<file path="src/stl_pkg.sv">
// Shared types, constants and match tables for the script token lexer.
`default_nettype none
package stl_pkg;

  localparam int STL_LENGTH_LIMIT = 255;
  localparam int STL_OFFSET_BITS  = 32;
  localparam int STL_QUEUE_DEPTH  = 4;
  localparam int OUT_DEPTH        = 4;
  localparam int OUT_AW           = $clog2(OUT_DEPTH);

  localparam logic [3:0] SPI_RESET = 4'd4;
  localparam logic       REG_SPACES_PER_INDENT = 1'b0;

  // token kinds
  localparam logic [5:0] K_END       = 6'd0;
  localparam logic [5:0] K_ENDLINE   = 6'd1;
  localparam logic [5:0] K_INDENT    = 6'd2;
  localparam logic [5:0] K_NUMBER    = 6'd3;
  localparam logic [5:0] K_DOT       = 6'd4;
  localparam logic [5:0] K_IDENT     = 6'd5;
  localparam logic [5:0] K_CALL      = 6'd6;
  localparam logic [5:0] K_FN        = 6'd7;
  localparam logic [5:0] K_LET       = 6'd8;
  localparam logic [5:0] K_THEN      = 6'd9;
  localparam logic [5:0] K_RETURN    = 6'd10;
  localparam logic [5:0] K_WHILE     = 6'd11;
  localparam logic [5:0] K_IF        = 6'd12;
  localparam logic [5:0] K_BOOL      = 6'd13;
  localparam logic [5:0] K_STRING    = 6'd14;
  localparam logic [5:0] K_DIRECTIVE = 6'd15;
  localparam logic [5:0] K_COMMA     = 6'd16;
  localparam logic [5:0] K_LPAREN    = 6'd17;
  localparam logic [5:0] K_RPAREN    = 6'd18;
  localparam logic [5:0] K_OP_FIRST  = 6'd19;  // operators follow OP_TEXT order
  localparam logic [5:0] K_ERROR     = 6'd40;

  typedef struct packed {
    logic [7:0] ch;
    logic       eoi;
    logic       digit;
    logic       alpha;
    logic       dot;
    logic       blank;
    logic       tab;
    logic       newline;
    logic       nul;
    logic       quote;
    logic       hash;
    logic       comma;
    logic       lparen;
    logic       rparen;
    logic       sym;
  } stl_class_t;

  typedef struct packed {
    logic [5:0]  kind;
    logic [31:0] start;
    logic [7:0]  length;
    logic        last;
  } stl_token_t;

  // text packed first byte in the low bits, so literals are written reversed
  localparam logic [47:0] KW_TEXT [8] = '{
    48'("nf"), 48'("tel"), 48'("neht"), 48'("nruter"),
    48'("elihw"), 48'("fi"), 48'("eurt"), 48'("eslaf")
  };
  localparam logic [2:0] KW_LEN [8] = '{
    3'd2, 3'd3, 3'd4, 3'd6, 3'd5, 3'd2, 3'd4, 3'd5
  };
  localparam logic [5:0] KW_KIND [8] = '{
    K_FN, K_LET, K_THEN, K_RETURN, K_WHILE, K_IF, K_BOOL, K_BOOL
  };

  localparam logic [23:0] OP_TEXT [21] = '{
    24'("!"), 24'("&&"), 24'("||"), 24'("=="), 24'("=!"), 24'("=>"), 24'("=<"),
    24'(">"), 24'("<"), 24'("="), 24'("=+"), 24'("=-"), 24'("=*"), 24'("=/"),
    24'("+"), 24'("++"), 24'("-"), 24'("--"), 24'("*"), 24'("/"), 24'("^")
  };
  localparam logic [2:0] OP_LEN [21] = '{
    3'd1, 3'd2, 3'd2, 3'd2, 3'd2, 3'd2, 3'd2,
    3'd1, 3'd1, 3'd1, 3'd2, 3'd2, 3'd2, 3'd2,
    3'd1, 3'd2, 3'd1, 3'd2, 3'd1, 3'd1, 3'd1
  };

  // len is the text length, 7 standing for anything longer than six
  function automatic logic [5:0] word_kind(input logic [47:0] prefix,
                                           input logic [2:0] len,
                                           input logic paren);
    logic [5:0] k;
    k = paren ? K_CALL : K_IDENT;
    for (int i = 0; i < 8; i++) begin
      if (KW_LEN[i] == len && KW_TEXT[i] == prefix) k = KW_KIND[i];
    end
    return k;
  endfunction

  function automatic logic [5:0] symbol_kind(input logic [23:0] prefix,
                                             input logic [2:0] len);
    logic [5:0] k;
    k = K_ERROR;
    for (int i = 0; i < 21; i++) begin
      if (OP_LEN[i] == len && OP_TEXT[i] == prefix) k = K_OP_FIRST + 6'(i);
    end
    return k;
  endfunction

endpackage
`default_nettype wire

</file>
<file path="src/stl_chars_if.sv">
// Source byte channel.
`default_nettype none
interface stl_chars_if;
  logic       valid;
  logic       ready;
  logic [7:0] source_byte;
  logic       end_of_input;

  modport source (output valid, output source_byte, output end_of_input, input ready);
  modport sink (input valid, input source_byte, input end_of_input, output ready);
endinterface
`default_nettype wire

</file>
<file path="src/stl_tokens_if.sv">
// Token result channel.
`default_nettype none
interface stl_tokens_if;
  logic        valid;
  logic        ready;
  logic [5:0]  token_kind;
  logic [31:0] token_start;
  logic [7:0]  token_length;
  logic        last;

  modport source (output valid, output token_kind, output token_start,
                  output token_length, output last, input ready);
  modport sink (input valid, input token_kind, input token_start,
                input token_length, input last, output ready);
endinterface
`default_nettype wire

</file>
<file path="src/script_token_lexer.sv">
// Top level of the script token lexer: front end, request queue, lexer core, APB register.
// The lexer takes one source byte per clock when the request queue has room and emits
// tokens (kind, start offset, length) as soon as each is known. A byte that closes one
// token and starts another yields two tokens, written into the result buffer together;
// other bytes yield zero or one. The front end classifies a byte and tags it with its
// offset in the cycle it is accepted; the byte is registered in the request queue, the
// core takes it from there and writes its tokens into a four-entry result buffer. The
// request queue keeps taking bytes while results wait, until it is full. Sustained input
// rate is one byte per cycle while the output is ready, limited by the one-token-per-cycle
// output when bytes produce two tokens. spaces_per_indent sits at byte address 0 (reset
// 4); the user must write it only while the lexer is idle; the block does not enforce it.
`default_nettype none
module script_token_lexer #(
  parameter int LENGTH_LIMIT = stl_pkg::STL_LENGTH_LIMIT,
  parameter int OFFSET_BITS  = stl_pkg::STL_OFFSET_BITS,
  parameter int QUEUE_DEPTH  = stl_pkg::STL_QUEUE_DEPTH
) (
  input  logic        clk,
  input  logic        rst,
  stl_chars_if.sink   chars,
  stl_tokens_if.source tokens,
  input  logic        psel,
  input  logic        penable,
  input  logic        pwrite,
  input  logic [2:0]  paddr,
  input  logic [31:0] pwdata,
  output logic [31:0] prdata,
  output logic        pready
);

  localparam int QW = $bits(stl_pkg::stl_class_t) + OFFSET_BITS;

  logic [3:0]             spaces_per_indent;
  logic                   f_valid, f_ready;
  stl_pkg::stl_class_t    f_class;
  logic [OFFSET_BITS-1:0] f_off;
  logic                   b_valid, b_ready;
  stl_pkg::stl_class_t    b_class;
  logic [OFFSET_BITS-1:0] b_off;
  logic [QW-1:0]          q_wdata, q_rdata;
  logic                   reg_hit;

  assign pready  = 1'b1;
  assign reg_hit = (paddr[2:2] == stl_pkg::REG_SPACES_PER_INDENT);
  assign prdata  = reg_hit ? {28'd0, spaces_per_indent} : 32'd0;

  always_ff @(posedge clk) begin
    if (rst) begin
      spaces_per_indent <= stl_pkg::SPI_RESET;
    end else if (psel && penable && pwrite && pready && reg_hit) begin
      spaces_per_indent <= pwdata[3:0];
    end
  end

  stl_front #(
    .OFFSET_BITS(OFFSET_BITS)
  ) u_front (
    .clk     (clk),
    .rst     (rst),
    .chars   (chars),
    .q_valid (f_valid),
    .q_ready (f_ready),
    .q_class (f_class),
    .q_off   (f_off)
  );

  assign q_wdata = {f_class, f_off};
  assign {b_class, b_off} = q_rdata;

  stl_queue #(
    .WIDTH(QW),
    .DEPTH(QUEUE_DEPTH)
  ) u_queue (
    .clk      (clk),
    .rst      (rst),
    .wr_valid (f_valid),
    .wr_ready (f_ready),
    .wr_data  (q_wdata),
    .rd_valid (b_valid),
    .rd_ready (b_ready),
    .rd_data  (q_rdata)
  );

  stl_back #(
    .LENGTH_LIMIT(LENGTH_LIMIT),
    .OFFSET_BITS (OFFSET_BITS)
  ) u_back (
    .clk               (clk),
    .rst               (rst),
    .spaces_per_indent (spaces_per_indent),
    .in_valid          (b_valid),
    .in_ready          (b_ready),
    .in_class          (b_class),
    .in_off            (b_off),
    .tokens            (tokens)
  );

  a_kind_range: assert property (@(posedge clk) disable iff (rst)
    tokens.valid |-> (tokens.token_kind <= stl_pkg::K_ERROR))
    else $error("token kind out of range");

  a_end_last: assert property (@(posedge clk) disable iff (rst)
    (tokens.valid && tokens.token_kind == stl_pkg::K_END) |-> tokens.last)
    else $error("end token not marked last");

  a_empty_len: assert property (@(posedge clk) disable iff (rst)
    (tokens.valid && (tokens.token_kind == stl_pkg::K_END ||
                      tokens.token_kind == stl_pkg::K_ENDLINE ||
                      tokens.token_kind == stl_pkg::K_INDENT))
    |-> (tokens.token_length == 8'd0))
    else $error("textless token with nonzero length");

endmodule
`default_nettype wire

</file>
<file path="src/stl_front.sv">
// Front end: takes source bytes, classifies them and tags each with its offset.
`default_nettype none
module stl_front #(
  parameter int OFFSET_BITS = stl_pkg::STL_OFFSET_BITS
) (
  input  logic                   clk,
  input  logic                   rst,
  stl_chars_if.sink              chars,
  output logic                   q_valid,
  input  logic                   q_ready,
  output stl_pkg::stl_class_t    q_class,
  output logic [OFFSET_BITS-1:0] q_off
);

  logic [OFFSET_BITS-1:0] byte_offset;
  logic [7:0]             ch;
  logic                   push;

  assign ch          = chars.source_byte;
  assign chars.ready = q_ready;
  assign q_valid     = chars.valid;
  assign push        = chars.valid && q_ready;
  assign q_off       = byte_offset;

  always_comb begin
    q_class.ch      = ch;
    q_class.eoi     = chars.end_of_input;
    q_class.digit   = (ch >= "0") && (ch <= "9");
    q_class.alpha   = ((ch >= "a") && (ch <= "z")) || ((ch >= "A") && (ch <= "Z"));
    q_class.dot     = (ch == ".");
    q_class.tab     = (ch == 8'h09);
    q_class.blank   = (ch == " ") || (ch == 8'h09) || (ch == 8'h0B) ||
                      (ch == 8'h0C) || (ch == 8'h0D);
    q_class.newline = (ch == 8'h0A);
    q_class.nul     = (ch == 8'h00);
    q_class.quote   = (ch == 8'h22);
    q_class.hash    = (ch == "#");
    q_class.comma   = (ch == ",");
    q_class.lparen  = (ch == "(");
    q_class.rparen  = (ch == ")");
    q_class.sym     = !(q_class.digit || q_class.alpha || q_class.blank ||
                        q_class.newline || q_class.nul || q_class.comma ||
                        q_class.lparen || q_class.rparen);
  end

  // end-of-input requests do not consume an offset
  always_ff @(posedge clk) begin
    if (rst) begin
      byte_offset <= '0;
    end else if (push && !chars.end_of_input) begin
      byte_offset <= byte_offset + OFFSET_BITS'(1);
    end
  end

endmodule
`default_nettype wire

</file>
<file path="src/stl_queue.sv">
// Small register FIFO between the front end and the lexer core.
`default_nettype none
module stl_queue #(
  parameter int WIDTH = 8,
  parameter int DEPTH = stl_pkg::STL_QUEUE_DEPTH
) (
  input  logic             clk,
  input  logic             rst,
  input  logic             wr_valid,
  output logic             wr_ready,
  input  logic [WIDTH-1:0] wr_data,
  output logic             rd_valid,
  input  logic             rd_ready,
  output logic [WIDTH-1:0] rd_data
);

  localparam int AW = (DEPTH > 1) ? $clog2(DEPTH) : 1;

  logic [WIDTH-1:0] mem [DEPTH];
  logic [AW-1:0]    wp;
  logic [AW-1:0]    rp;
  logic [AW:0]      count;
  logic             push;
  logic             pop;

  assign wr_ready = (count != (AW+1)'(DEPTH));
  assign rd_valid = (count != '0);
  assign rd_data  = mem[rp];
  assign push     = wr_valid && wr_ready;
  assign pop      = rd_valid && rd_ready;

  always_ff @(posedge clk) begin
    if (push) mem[wp] <= wr_data;
  end

  always_ff @(posedge clk) begin
    if (rst) begin
      wp    <= '0;
      rp    <= '0;
      count <= '0;
    end else begin
      if (push) wp <= (wp == AW'(DEPTH - 1)) ? '0 : wp + AW'(1);
      if (pop)  rp <= (rp == AW'(DEPTH - 1)) ? '0 : rp + AW'(1);
      count <= count + (AW+1)'(push) - (AW+1)'(pop);
    end
  end

endmodule
`default_nettype wire

</file>
<file path="src/stl_back.sv">
// Lexer core: token state machine and the result buffer that feeds the output.
`default_nettype none
module stl_back #(
  parameter int LENGTH_LIMIT = stl_pkg::STL_LENGTH_LIMIT,
  parameter int OFFSET_BITS  = stl_pkg::STL_OFFSET_BITS
) (
  input  logic                   clk,
  input  logic                   rst,
  input  logic [3:0]             spaces_per_indent,
  input  logic                   in_valid,
  output logic                   in_ready,
  input  stl_pkg::stl_class_t    in_class,
  input  logic [OFFSET_BITS-1:0] in_off,
  stl_tokens_if.source           tokens
);

  localparam int LW = $clog2(LENGTH_LIMIT + 1);
  localparam int OAW = stl_pkg::OUT_AW;

  typedef enum logic [6:0] {
    M_IDLE      = 7'b0000001,
    M_NUMBER    = 7'b0000010,
    M_WORD      = 7'b0000100,
    M_STRING    = 7'b0001000,
    M_DIRECTIVE = 7'b0010000,
    M_SYMBOL    = 7'b0100000,
    M_COMMENT   = 7'b1000000
  } mode_t;

  mode_t                  mode, mode_next;
  logic [3:0]             space_run, space_run_next;
  logic [47:0]            word_prefix, word_prefix_next;
  logic [23:0]            symbol_prefix, symbol_prefix_next;
  logic [LW-1:0]          text_length, text_length_next;
  logic [OFFSET_BITS-1:0] start_offset, start_offset_next;

  stl_pkg::stl_token_t    oq [stl_pkg::OUT_DEPTH];
  logic [OAW-1:0]         wp, rp;
  logic [OAW:0]           ocount;

  logic                   take;
  logic                   pop;
  stl_pkg::stl_class_t    c;

  logic [LW-1:0]          len_grow;
  logic [2:0]             short_len;
  logic                   flush_has;
  logic [5:0]             flush_kind;
  logic [3:0]             sr_inc;
  logic [OFFSET_BITS-1:0] blank_start;
  logic                   indent_now;

  // outcome of lexing the byte from idle
  logic                   id_v;
  logic [5:0]             id_kind;
  logic [OFFSET_BITS-1:0] id_start;
  logic [LW-1:0]          id_len;
  mode_t                  id_mode;
  logic [3:0]             id_sr;
  logic [OFFSET_BITS-1:0] id_so;
  logic [LW-1:0]          id_tl;
  logic [47:0]            id_wp;
  logic [23:0]            id_sp;

  logic                   do_fti;
  logic                   r0_v, r1_v;
  stl_pkg::stl_token_t    r0, r1;

  assign c        = in_class;
  assign in_ready = (ocount <= (OAW+1)'(stl_pkg::OUT_DEPTH - 2));
  assign take     = in_valid && in_ready;
  assign pop      = tokens.valid && tokens.ready;

  assign tokens.valid        = (ocount != '0);
  assign tokens.token_kind   = oq[rp].kind;
  assign tokens.token_start  = oq[rp].start;
  assign tokens.token_length = oq[rp].length;
  assign tokens.last         = oq[rp].last;

  assign len_grow  = (text_length < LW'(LENGTH_LIMIT)) ? text_length + LW'(1) : text_length;
  assign short_len = (text_length > LW'(6)) ? 3'd7 : text_length[2:0];
  assign sr_inc    = (space_run == 4'd15) ? space_run : space_run + 4'd1;
  assign blank_start = (space_run == 4'd0) ? in_off : start_offset;
  assign indent_now  = c.tab || ((spaces_per_indent != 4'd0) && (sr_inc >= spaces_per_indent));

  always_comb begin
    flush_has  = 1'b1;
    flush_kind = stl_pkg::K_ERROR;
    case (mode)
      M_NUMBER: begin
        flush_kind = (text_length == LW'(1) && word_prefix[7:0] == ".") ?
                     stl_pkg::K_DOT : stl_pkg::K_NUMBER;
      end
      M_WORD: begin
        flush_kind = stl_pkg::word_kind(word_prefix, short_len, c.lparen && !c.eoi);
      end
      M_STRING:    flush_kind = stl_pkg::K_ERROR;  // unterminated
      M_DIRECTIVE: flush_kind = stl_pkg::K_DIRECTIVE;
      M_SYMBOL:    flush_kind = stl_pkg::symbol_kind(symbol_prefix, short_len);
      default:     flush_has = 1'b0;
    endcase
  end

  always_comb begin
    id_v     = 1'b0;
    id_kind  = stl_pkg::K_ENDLINE;
    id_start = in_off;
    id_len   = '0;
    id_mode  = M_IDLE;
    id_sr    = 4'd0;
    id_so    = start_offset;
    id_tl    = text_length;
    id_wp    = word_prefix;
    id_sp    = symbol_prefix;
    if (c.nul) begin
      id_sr = space_run;
    end else if (c.newline) begin
      id_v = 1'b1;
    end else if (c.blank) begin
      id_so = blank_start;
      if (indent_now) begin
        id_v     = 1'b1;
        id_kind  = stl_pkg::K_INDENT;
        id_start = blank_start;
      end else begin
        id_sr = sr_inc;
      end
    end else if (c.digit || c.dot) begin
      id_mode = M_NUMBER;
      id_so   = in_off;
      id_tl   = LW'(1);
      id_wp   = {40'd0, c.ch};
    end else if (c.alpha) begin
      id_mode = M_WORD;
      id_so   = in_off;
      id_tl   = LW'(1);
      id_wp   = {40'd0, c.ch};
    end else if (c.quote) begin
      id_mode = M_STRING;
      id_so   = in_off;
      id_tl   = '0;
    end else if (c.hash) begin
      id_mode = M_DIRECTIVE;
      id_so   = in_off;
      id_tl   = '0;
    end else if (c.comma || c.lparen || c.rparen) begin
      id_v    = 1'b1;
      id_len  = LW'(1);
      id_kind = c.comma ? stl_pkg::K_COMMA :
                c.lparen ? stl_pkg::K_LPAREN : stl_pkg::K_RPAREN;
    end else begin
      id_mode = M_SYMBOL;
      id_so   = in_off;
      id_tl   = LW'(1);
      id_sp   = {16'd0, c.ch};
    end
  end

  always_comb begin
    mode_next          = mode;
    space_run_next     = space_run;
    word_prefix_next   = word_prefix;
    symbol_prefix_next = symbol_prefix;
    text_length_next   = text_length;
    start_offset_next  = start_offset;
    do_fti = 1'b0;
    r0_v   = 1'b0;
    r1_v   = 1'b0;
    r0.kind   = flush_kind;
    r0.start  = 32'(start_offset);
    r0.length = 8'(text_length);
    r0.last   = 1'b1;
    r1.kind   = id_kind;
    r1.start  = 32'(id_start);
    r1.length = 8'(id_len);
    r1.last   = 1'b1;
    if (take) begin
      if (c.eoi) begin
        // pending token, then the end token
        r0_v = flush_has;
        r1_v = 1'b1;
        r1.kind   = stl_pkg::K_END;
        r1.start  = 32'(in_off);
        r1.length = 8'd0;
        mode_next      = M_IDLE;
        space_run_next = 4'd0;
      end else begin
        case (mode)
          M_STRING: begin
            if (c.quote) begin
              r0_v = 1'b1;
              r0.kind = stl_pkg::K_STRING;
              mode_next = M_IDLE;
            end else begin
              text_length_next = len_grow;
            end
          end
          M_COMMENT: begin
            if (c.newline) do_fti = 1'b1;
          end
          M_DIRECTIVE: begin
            if (c.digit || c.alpha) begin
              text_length_next = len_grow;
            end else begin
              // terminating byte is swallowed
              r0_v = 1'b1;
              mode_next = M_IDLE;
            end
          end
          M_NUMBER: begin
            if (c.digit || c.dot) text_length_next = len_grow;
            else do_fti = 1'b1;
          end
          M_WORD: begin
            if (c.digit || c.alpha) begin
              for (int i = 0; i < 6; i++) begin
                if (text_length == LW'(i)) word_prefix_next[8*i +: 8] = c.ch;
              end
              text_length_next = len_grow;
            end else begin
              do_fti = 1'b1;
            end
          end
          M_SYMBOL: begin
            if (c.sym) begin
              for (int i = 0; i < 3; i++) begin
                if (text_length == LW'(i)) symbol_prefix_next[8*i +: 8] = c.ch;
              end
              text_length_next = len_grow;
              if (text_length == LW'(1) && symbol_prefix[7:0] == "/" && c.ch == "/")
                mode_next = M_COMMENT;
            end else begin
              do_fti = 1'b1;
            end
          end
          default: do_fti = 1'b1;
        endcase
        if (do_fti) begin
          r0_v = flush_has;
          r1_v = id_v;
          mode_next          = id_mode;
          space_run_next     = id_sr;
          word_prefix_next   = id_wp;
          symbol_prefix_next = id_sp;
          text_length_next   = id_tl;
          start_offset_next  = id_so;
        end
      end
      // compact into slot 0 when only the second result exists
      if (!r0_v && r1_v) begin
        r0   = r1;
        r0_v = 1'b1;
        r1_v = 1'b0;
      end
      r0.last = !r1_v;
    end
  end

  always_ff @(posedge clk) begin
    if (r0_v) oq[wp] <= r0;
    if (r1_v) oq[wp + OAW'(1)] <= r1;
  end

  always_ff @(posedge clk) begin
    if (rst) begin
      mode          <= M_IDLE;
      space_run     <= 4'd0;
      word_prefix   <= '0;
      symbol_prefix <= '0;
      text_length   <= '0;
      start_offset  <= '0;
      wp            <= '0;
      rp            <= '0;
      ocount        <= '0;
    end else begin
      mode          <= mode_next;
      space_run     <= space_run_next;
      word_prefix   <= word_prefix_next;
      symbol_prefix <= symbol_prefix_next;
      text_length   <= text_length_next;
      start_offset  <= start_offset_next;
      wp            <= wp + OAW'(r0_v) + OAW'(r1_v);
      if (pop) rp <= rp + OAW'(1);
      ocount <= ocount + (OAW+1)'(r0_v) + (OAW+1)'(r1_v) - (OAW+1)'(pop);
    end
  end

endmodule
`default_nettype wire
</file>
<file path="src/flat_wrapper.sv">
// flat-port wrapper written by rule: the top's interface ports become plain ports
module script_token_lexer_flat 
#(
  parameter int LENGTH_LIMIT = stl_pkg::STL_LENGTH_LIMIT,
  parameter int OFFSET_BITS  = stl_pkg::STL_OFFSET_BITS,
  parameter int QUEUE_DEPTH  = stl_pkg::STL_QUEUE_DEPTH
)
  (clk, rst, psel, penable, pwrite, paddr, pwdata, prdata, pready, chars_valid, chars_source_byte, chars_end_of_input, chars_ready, tokens_valid, tokens_token_kind, tokens_token_start, tokens_token_length, tokens_last, tokens_ready);
  stl_chars_if chars_i ();
  stl_tokens_if tokens_i ();
  input  logic clk;
  input  logic rst;
  input  logic psel;
  input  logic penable;
  input  logic pwrite;
  input  logic [2:0] paddr;
  input  logic [31:0] pwdata;
  output logic [31:0] prdata;
  output logic pready;
  input wire logic [$bits(chars_i.valid)-1:0] chars_valid;
  input wire logic [$bits(chars_i.source_byte)-1:0] chars_source_byte;
  input wire logic [$bits(chars_i.end_of_input)-1:0] chars_end_of_input;
  output wire logic [$bits(chars_i.ready)-1:0] chars_ready;
  output wire logic [$bits(tokens_i.valid)-1:0] tokens_valid;
  output wire logic [$bits(tokens_i.token_kind)-1:0] tokens_token_kind;
  output wire logic [$bits(tokens_i.token_start)-1:0] tokens_token_start;
  output wire logic [$bits(tokens_i.token_length)-1:0] tokens_token_length;
  output wire logic [$bits(tokens_i.last)-1:0] tokens_last;
  input wire logic [$bits(tokens_i.ready)-1:0] tokens_ready;
  assign chars_i.valid = chars_valid;
  assign chars_i.source_byte = chars_source_byte;
  assign chars_i.end_of_input = chars_end_of_input;
  assign chars_ready = chars_i.ready;
  assign tokens_valid = tokens_i.valid;
  assign tokens_token_kind = tokens_i.token_kind;
  assign tokens_token_start = tokens_i.token_start;
  assign tokens_token_length = tokens_i.token_length;
  assign tokens_last = tokens_i.last;
  assign tokens_i.ready = tokens_ready;
  script_token_lexer #(.LENGTH_LIMIT(LENGTH_LIMIT), .OFFSET_BITS(OFFSET_BITS), .QUEUE_DEPTH(QUEUE_DEPTH)) u_core (.clk(clk), .rst(rst), .chars(chars_i), .tokens(tokens_i), .psel(psel), .penable(penable), .pwrite(pwrite), .paddr(paddr), .pwdata(pwdata), .prdata(prdata), .pready(pready));
endmodule
</file>
<file path="config.mk">
export PLATFORM = sky130hd
export DESIGN_NAME = script_token_lexer_flat
export DESIGN_NICKNAME = d
export VERILOG_FILES = /design/src/stl_pkg.sv /design/src/stl_chars_if.sv /design/src/stl_tokens_if.sv /design/src/script_token_lexer.sv /design/src/stl_front.sv /design/src/stl_queue.sv /design/src/stl_back.sv /design/src/flat_wrapper.sv
export SDC_FILE = /design/constraint.sdc
export NUM_CORES = 1
export LEC_CHECK = 0
export BUFFER_PORTS_ARGS = -buffer_cell sky130_fd_sc_hd__buf_2
export CAP_MARGIN = 10
export CORE_AREA = 2 2 244 246
export DETAILED_ROUTE_END_ITERATION = 16
export DIE_AREA = 0 0 246 248
export PLACE_DENSITY = 0.73
export SLEW_MARGIN = 30
export SYNTH_ARGS = -nofsm -noshare
export SYNTH_HDL_FRONTEND = slang
export SYNTH_SLANG_ARGS = --single-unit
</file>
<file path="constraint.sdc">
create_clock -name clk -period 3.72 [get_ports clk]
set_input_delay 0 -clock clk [delete_from_list [all_inputs] [get_ports clk]]
set_output_delay 0 -clock clk [all_outputs]
set_load 0.005 [all_outputs]
</file>
==> summary.md, run 1 <==
| Metric | Value |
|---|---|
| HP Start | chars_end_of_input |
| Worst r2r src | u_core.u_back.space_run[2] |
| Clock sinks | between 500 and 600 |
| FF-to-FF End | u_core.u_back.oq[1][31] |
| Total Power | 19.9 mW |
| Outcome | completed |
| Cts bufs inserted | 58 |
| FMAX | roughly 0.28 GHz |
| Flops & latches, synth | 581 |
| Vias in the first global route | around 17000 |
| Antenna violations before repair | 1 |
| Worst path arrival time | 3.99 ns |
| HPWL after detailed placement | 40.9 mm |
| Nets | 2240 |
| Net Sw Power | 6.42 mW |
| Die Width | roughly 250 um |
| Peak supply drop | 452 uV |
| Period minus WS final | ~3.6 ns |
| CP Data Required Time | 4.10 ns |
| Io pins | 133 |
| Hold Path Cell Cnt | 2 |
| R2R depth | 14 |
| # diodes | 0 |
| First-iteration detailed-routing DRC count | 1841 |
| Most frequent cells in the layout | edfxtp_1, dfxtp_1, nor2_1, a22o_1, nand2_1 |
| Post-synthesis sequential area ratio | 0.585 |
| YS warnings | 0 |
| Sequential share of power | 0.404 |
| Pwr Density | 660 mW/mm2 |
| GPL Wtd Cong | between 0.8 and 0.9 |
| Final Max Tran Viols | 0 |
| Average wire per standard cell | 21.4 um |
| Post-Synthesis Cells | 2007 |
| Mean post-synth cell area | 13.0 um2 |
| Leading cell type in the layout, fill and taps excluded | edfxtp_1 |
| Clock network power share | 0.287 |
| CTS tree | done |
| Hold Crit Class | input port to flip-flop |
| Drt total wl | 64.0 mm |
| H-tree depth | 2 |
| Logic pwr share | 0.309 |
| Top_reg_cell synth | edfxtp_1 |
| Share of synthesized flip-flops with an asynchronous set or reset | 0 |
| EDFF count, synth | 360 |
| Overflow after GRT | 0 |
| Period Utilization, post-route | 0.971 |
| Setup Total Neg Slack | 0 ns |
| GRT Resource Usage Total | 0.205 |
| # setup viols final | 0 |
| Crit path kind | flip-flop to flip-flop |
| Global-route wire length before repair | 98.0 mm |
| Fraction of layout cells with a size suffix above 1 | 0.201 |
| Clock Skew | 0.0332 ns |
| Num rows | 89 |
| Worst R2R Setup Slack | about 0.11 ns |
| Max-cap violations | 0 |
| Core area | 0.0585 mm2 |
| Max Root-Sink Buffers | 3 |
| P_int | about 14 mW |
| Root Driver | clkbuf_16 |
| Final Hold Viols | 0 |
| Area Overhead vs Synth | 15.9% |
| IO Port Bufs | 73 |
| Initial core utilization | 0.446 |
| Startpoint types | flip-flop |
| Final ANT Viol Nets | 0 |
| Vias | 17700 |
| Residual DRC count | 0 |
| Register area | 0.0153 mm2 |
| Clk slew on worst S/H paths | approximately 0.06 ns |
| CP Max Fanout | 16 |
| Post-synthesis cell area | 0.0260 mm2 |
| Vias/cell | approximately 5.9 |
| Worst-margin pin slew | 0.892 ns |
| Die area | 0.0610 mm2 |
| Drt pass-1 iters | 6 |
| Switch share | 0.322 |
| Yosys cell types | 83 |
| Worst-Skew Late Latency | 0.65 ns |
| CP endpoint kind | flip-flop |
| Fill cell count | 4841 |
| Worst relative slew slack | 0.405 |
| Die Y | 248 um |
| Leakage | 10.6 nW |
| Largest net degree at the start of global routing | 96 |
| Multi-input gate area | between 0.01 and 0.015 mm2 |
| Hold EP | u_core.u_queue.mem[3][45] |
repair_timing:
item                                    in CTS  in global routing
pin swaps                                    6                 13
endpoints found under the hold margin      121                  0
hold buffers                                23                  0
gates resized for setup                      8                 25
gates cloned                                 0                  2
endpoints found under the setup margin     197                275
buffers inserted                             6                  4
flip-flops by register name, indices dropped and copies added, names as in the netlist, named ones only:
signal	cells
u_core.u_back.space_run	4
u_core.spaces_per_indent	4
u_core.u_back.wp	2
u_core.u_back.ocount	3
u_core.u_queue.wp	2
u_core.u_back.word_prefix	48
u_core.u_back.symbol_prefix	24
u_core.u_back.text_length	8
u_core.u_queue.count	3
u_core.u_back.oq	188
u_core.u_back.start_offset	32
u_core.u_front.q_off	32
u_core.u_queue.mem	216
u_core.u_back.mode	7
u_core.u_queue.rp	2
u_core.u_back.rp	2
metal layers:
metal | up-vias | GRT usage | part of all wire
met1 | 8881 | 0.275 | 0.42
met2 | 700 | 0.341 | 0.48
met3 | 117 | 0.0340 | 0.069
met5 | - | 0 | 0.00025
met4 | 2 | 0.0656 | 0.027
li1 | 8023 | - | -
synth_stat cells (17+ instances only):
master,instances,area [um2]
a21oi_1,68,340
a32o_1,28,280
nor2_1,142,533
nor4_1,28,175
and2_1,18,113
mux2i_1,84,841
dfxtp_1,221,4420
a22o_1,138,1210
clkbuf_1,76,285
nand2b_1,57,357
ha_1,20,250
xor2_1,32,280
o22ai_1,21,131
nand3_1,58,290
nand2_1,137,514
mux4_2,100,2250
nand4_1,28,175
edfxtp_1,360,10800
buf_2,24,120
nor3_1,36,180
or3_1,17,106
and3_1,27,169
inv_1,39,146
buf_4,30,225
power groups by stage:
stage / Combinational [mW] / Sequential [mW] / Clock [mW]
2_1_floorplan: 3.76 / 7.97 / 0
6_report: 6.15 / 8.05 / 5.72
5_1_grt: 6.54 / 8.12 / 6.04
4_1_cts: 6.01 / 8.05 / 5.79
3_3_place_gp: 5.71 / 8.18 / 0
3_5_place_dp: 5.87 / 8.18 / 0
worst max path at each step:
stage                     cells past startpoint  slack [ns]                       start                       to
after detailed placement                     15       -0.36  u_core.u_back.space_run[0]  u_core.u_back.oq[2][42]
final                                        14        0.11  u_core.u_back.space_run[2]  u_core.u_back.oq[1][31]
after floorplan                              13       -0.03  u_core.u_back.space_run[0]  u_core.u_back.oq[1][10]
after CTS                                    16       0.003  u_core.u_back.space_run[1]  u_core.u_back.ocount[2]
after global placement                       15       -0.21  u_core.u_back.space_run[0]  u_core.u_back.oq[2][42]
after global routing                         16       -0.04  u_core.u_back.space_run[0]  u_core.u_back.ocount[2]
stage by stage:
stage / setup WS, ns / hold slack (ns) / cell area, um2 / util / cells
final: 0.109 / 0.154 / 30200 / 0.516 / 2987
after global routing: -0.0402 / 0.175 / 30200 / 0.516 / 2987
after CTS: 0.00331 / 0.146 / 30000 / 0.514 / 2982
after detailed placement: -0.360 / 0.240 / 27900 / 0.477 / 2844
after global placement: -0.209 / 0.229 / 27800 / 0.476 / 2843
after floorplan: -0.0313 / 0.0269 / 26200 / - / 2034
cells by family (layout without fill, tap and decap cells):
family / after synthesis / count (layout) / synth area share
and+or+nand+nor: 649 / 649 / 0.133
DFF: 581 / 581 / 0.585
AOI/OAI and AO/OA: 336 / 336 / 0.101
muxes: 186 / 186 / 0.120
buffers and inverters: 184 / 364 / 0.0331
xor gates and xnor gates: 45 / 45 / 0.0151
adders and majority gates: 24 / 24 / 0.0127
other: 2 / 29 / 0.000288
layout make-up:
| type | count | area share |
|---|---|---|
| timing repair buffer | 213 | 0.0567 |
| inverter | 42 | 0.00568 |
| sequential | 581 | 0.505 |
| tap | 773 | 0.0320 |
| multi-input combinational | 1269 | 0.338 |
| clock inverter | 27 | 0.00875 |
| clock buffer | 82 | 0.0531 |
worst max-delay path, stage by stage, from the launching register on:
cell and delay [ns]:
dfxtp_1 0.47, nand3_1 0.16, nor3_1 0.21, a21oi_1 0.11
ha_1 0.21, a211o_1 0.23, a31oi_1 0.19, o21bai_2 0.12
a211oi_4 0.33, a41oi_2 0.18, buf_4 0.19, nand3_1 0.33
o22ai_4 0.19, buf_12 0.20, a22o_1 0.24
Note: power is estimated with default switching activity, not from simulation.
==> inputs of run 2 (changes only) <==
SLEW_MARGIN = 10   (was 30)
clock period = 3.2 ns   (was 3.72 ns; I/O delays follow)
==> run 2 against run 1 <==
The flow now finishes with violations (negative setup slack). Combinational power up 44%. Sequential power up 17%. Flip-flop and latch count did not move. Via count increased by 5.2%. Routed wire length increased by 10%. Critical path type unchanged. Critical endpoint is now u_core.u_back.oq[3][9]. Largest cell class unchanged.
==> summary.md, run 2 (synthesis results as in run 1) <==
| Metric | Value |
|---|---|
| Outcome | complete, but fails checks |
| Failing checks | negative setup slack |
| Die Width | 246 um (unchanged) |
| Worst relative slew slack | 0.337 (-0.0686) |
| Worst-margin pin slew | 0.995 ns (+0.103 ns) |
| R2R depth | 13 (-1) |
| Vias in the first global route | 18000 (+3.4%) |
| Largest regs | u_core.u_queue.mem: 216 flops, u_core.u_back.oq: 188 flops, u_core.u_back.word_prefix: 48 flops |
| Fin cells | 3105 (+4.0%) |
| Most frequent cells in the layout | edfxtp_1, dfxtp_1, buf_4, a22o_1, nor2_1 |
| Max-cap violations | 0 (unchanged) |
| Peak supply drop | 506 uV (+12%) |
| Leakage | 11.4 nW (+8.4%) |
| CP Data Required Time | 3.54 ns (-0.56 ns) |
| Crit path kind | flip-flop to flip-flop |
| Average wire per standard cell | 22.7 um (+6.1%) |
| # diodes | 0 (unchanged) |
| Residual DRC count | 0 (unchanged) |
| Total Power | 25.3 mW (+27%) |
| CP Max Fanout | 11 (-5) |
| Die Y | 248 um (unchanged) |
| Hold Path Cell Cnt | 2 (unchanged) |
| Startpoint types | flip-flop |
| FF-to-FF End | u_core.u_back.oq[3][9] |
| HP Start | chars_end_of_input |
| RSZ-0062 raised after global routing | yes |
| GPL Wtd Cong | 0.909 (+1.4%) |
| Worst R2R Setup Slack | -0.42 ns (-0.53 ns) |
| Io pins | 133 (unchanged) |
| Vias/cell | 6.00 (+1.2%) |
| Worst path arrival time | 3.97 ns (-0.02 ns) |
| First-iteration detailed-routing DRC count | 1980 (+7.6%) |
| Leading cell type in the layout, fill and taps excluded | edfxtp_1 |
| Period minus WS final | 3.62 ns (+0.0139 ns) |
| Final ANT Viol Nets | 0 (unchanged) |
| CTS tree | done |
| Final Max Tran Viols | 0 (unchanged) |
| Pwr Density | 786 mW/mm2 (+19%) |
| Nets | 2356 (+5.2%) |
| Global-route wire length before repair | 104 mm (+5.7%) |
| # setup viols final | 334 (+334) |
| Clk slew on worst S/H paths | 0.06 ns (about the same) |
| Drt total wl | 70.6 mm (+10%) |
| Final Hold Viols | 0 (unchanged) |
| Cts bufs inserted | 59 (+1.7%) |
| Setup WS post-layout | -0.425 ns (-0.534 ns) |
| Antenna violations before repair | 0 (-1) |
| Clock sinks | 581 (unchanged) |
| H-tree depth | 2 (unchanged) |
| Largest net degree at the start of global routing | 94 (-2.1%) |
| Max Root-Sink Buffers | 3 (unchanged) |
| Root Driver | clkbuf_16 |
| CP endpoint kind | flip-flop |
| Vias | 18600 (+5.2%) |
| Final core occ | 0.550 (+0.0333) |
| Largest register FFs | 216 (unchanged) |
| HPWL after detailed placement | 42.1 mm (+2.8%) |
| Core area | 0.0585 mm2 (unchanged) |
| Placed Cells | 2917 (+2.6%) |
| Initial core utilization | 0.446 (unchanged) |
| Period Utilization, post-route | 1.13 (+0.162) |
| Fill cell count | 4541 (-6.2%) |
| Worst-Skew Late Latency | 0.65 ns (about the same) |
| Die area | 0.0610 mm2 (unchanged) |
| Largest Register | u_core.u_queue.mem |
| Area Overhead vs Synth | 23.4% |
| Hold EP | u_core.u_queue.mem[0][45] |
| IO Port Bufs | 73 (unchanged) |
| FMAX | 0.276 GHz (-0.38%) |
| Fraction of layout cells with a size suffix above 1 | 0.266 (+0.0649) |
| Num rows | 89 (unchanged) |
| GRT Resource Usage Total | 0.218 (+0.0132) |
| Setup Total Neg Slack | -92.08 ns (-92.08 ns) |
| Drt pass-1 iters | 5 (-1) |
| Hold Crit Class | input port to flip-flop |
| Overflow after GRT | 0 (unchanged) |
| Clock Skew | 0.0361 ns (+0.00295 ns) |
run 2: area by class of cell:
| type | instances | area (um2) | area share |
|---|---|---|---|
| repair buffers | 325 | 3080 | 0.0958 |
| clock inverters | 33 | 360 | 0.0112 |
| repair inverters | 3 | 33.8 | 0.00105 |
| well taps | 773 | 967 | 0.0301 |
| clock buffers | 79 | 1600 | 0.0498 |
| inverters | 42 | 185 | 0.00576 |
| flip-flops and latches | 581 | 15300 | 0.475 |
| multi-input cells | 1269 | 10700 | 0.331 |
run 2: how the worst max path moves through the flow:
stage / from / to / slack [ns]
floorplan: flip-flop / u_core.u_back.ocount[1] / -0.38
global placement: u_core.u_back.space_run[1] / u_core.u_back.oq[2][42] / -0.35
detailed placement: u_core.u_back.space_run[1] / u_core.u_back.ocount[1] / -0.49
CTS: u_core.u_back.space_run[1] / u_core.u_back.ocount[1] / -0.38
global route: u_core.u_back.space_run[0] / u_core.u_back.oq[3][0] / -0.55
finish: flip-flop / u_core.u_back.oq[3][9] / -0.42
run 2: where the power goes:
group	leakage [nW]	switching [mW]	internal (mW)	total [mW]
clock network	0.961	2.96	4.03	6.98
registers	5.06	0.531	8.90	9.43
logic	5.41	4.81	4.04	8.84
run 2: per-layer routing:
metal / vias up / share of wire / wire length (um) / GRT usage
li1: 8286 / - / - / -
met3: 179 / 0.071 / 4990 / 0.0328
met2: 838 / 0.49 / 34300 / 0.364
met1: 9333 / 0.41 / 28700 / 0.292
met5: - / 0 / 0 / 0
met4: 0 / 0.036 / 2560 / 0.0752
run 2: timing repair:
| action | in CTS | in global routing |
|---|---|---|
| gates cloned | 14 | 12 |
| setup endpoints to repair | 347 | 381 |
| hold buffers | 20 | 0 |
| pin swaps | 25 | 32 |
| buffers inserted | 15 | 24 |
| endpoints found under the hold margin | 132 | 0 |
| resized for setup | 64 | 58 |
run 2: metrics by stage:
stage          setup slack (ns)  hold WS, ns  area [um2]
2_1_floorplan            -0.385       0.0269       26400
3_3_place_gp             -0.353        0.227       28600
3_5_place_dp             -0.495        0.241       28600
4_1_cts                  -0.381        0.152       31500
6_report                 -0.425        0.165       32100
5_1_grt                  -0.545        0.188       32100
run 2: critical path: stages, from the launching register on:
cell	delay, ns
dfxtp_4	0.40
mux4_2	0.52
or3_4	0.42
nor4b_4	0.33
a211oi_4	0.11
buf_4	0.16
o41ai_4	0.25
buf_4	0.21
buf_6	0.13
nand3_4	0.09
buf_6	0.15
and2_4	0.14
clkinvlp_4	0.19
clkbuf_16	0.23
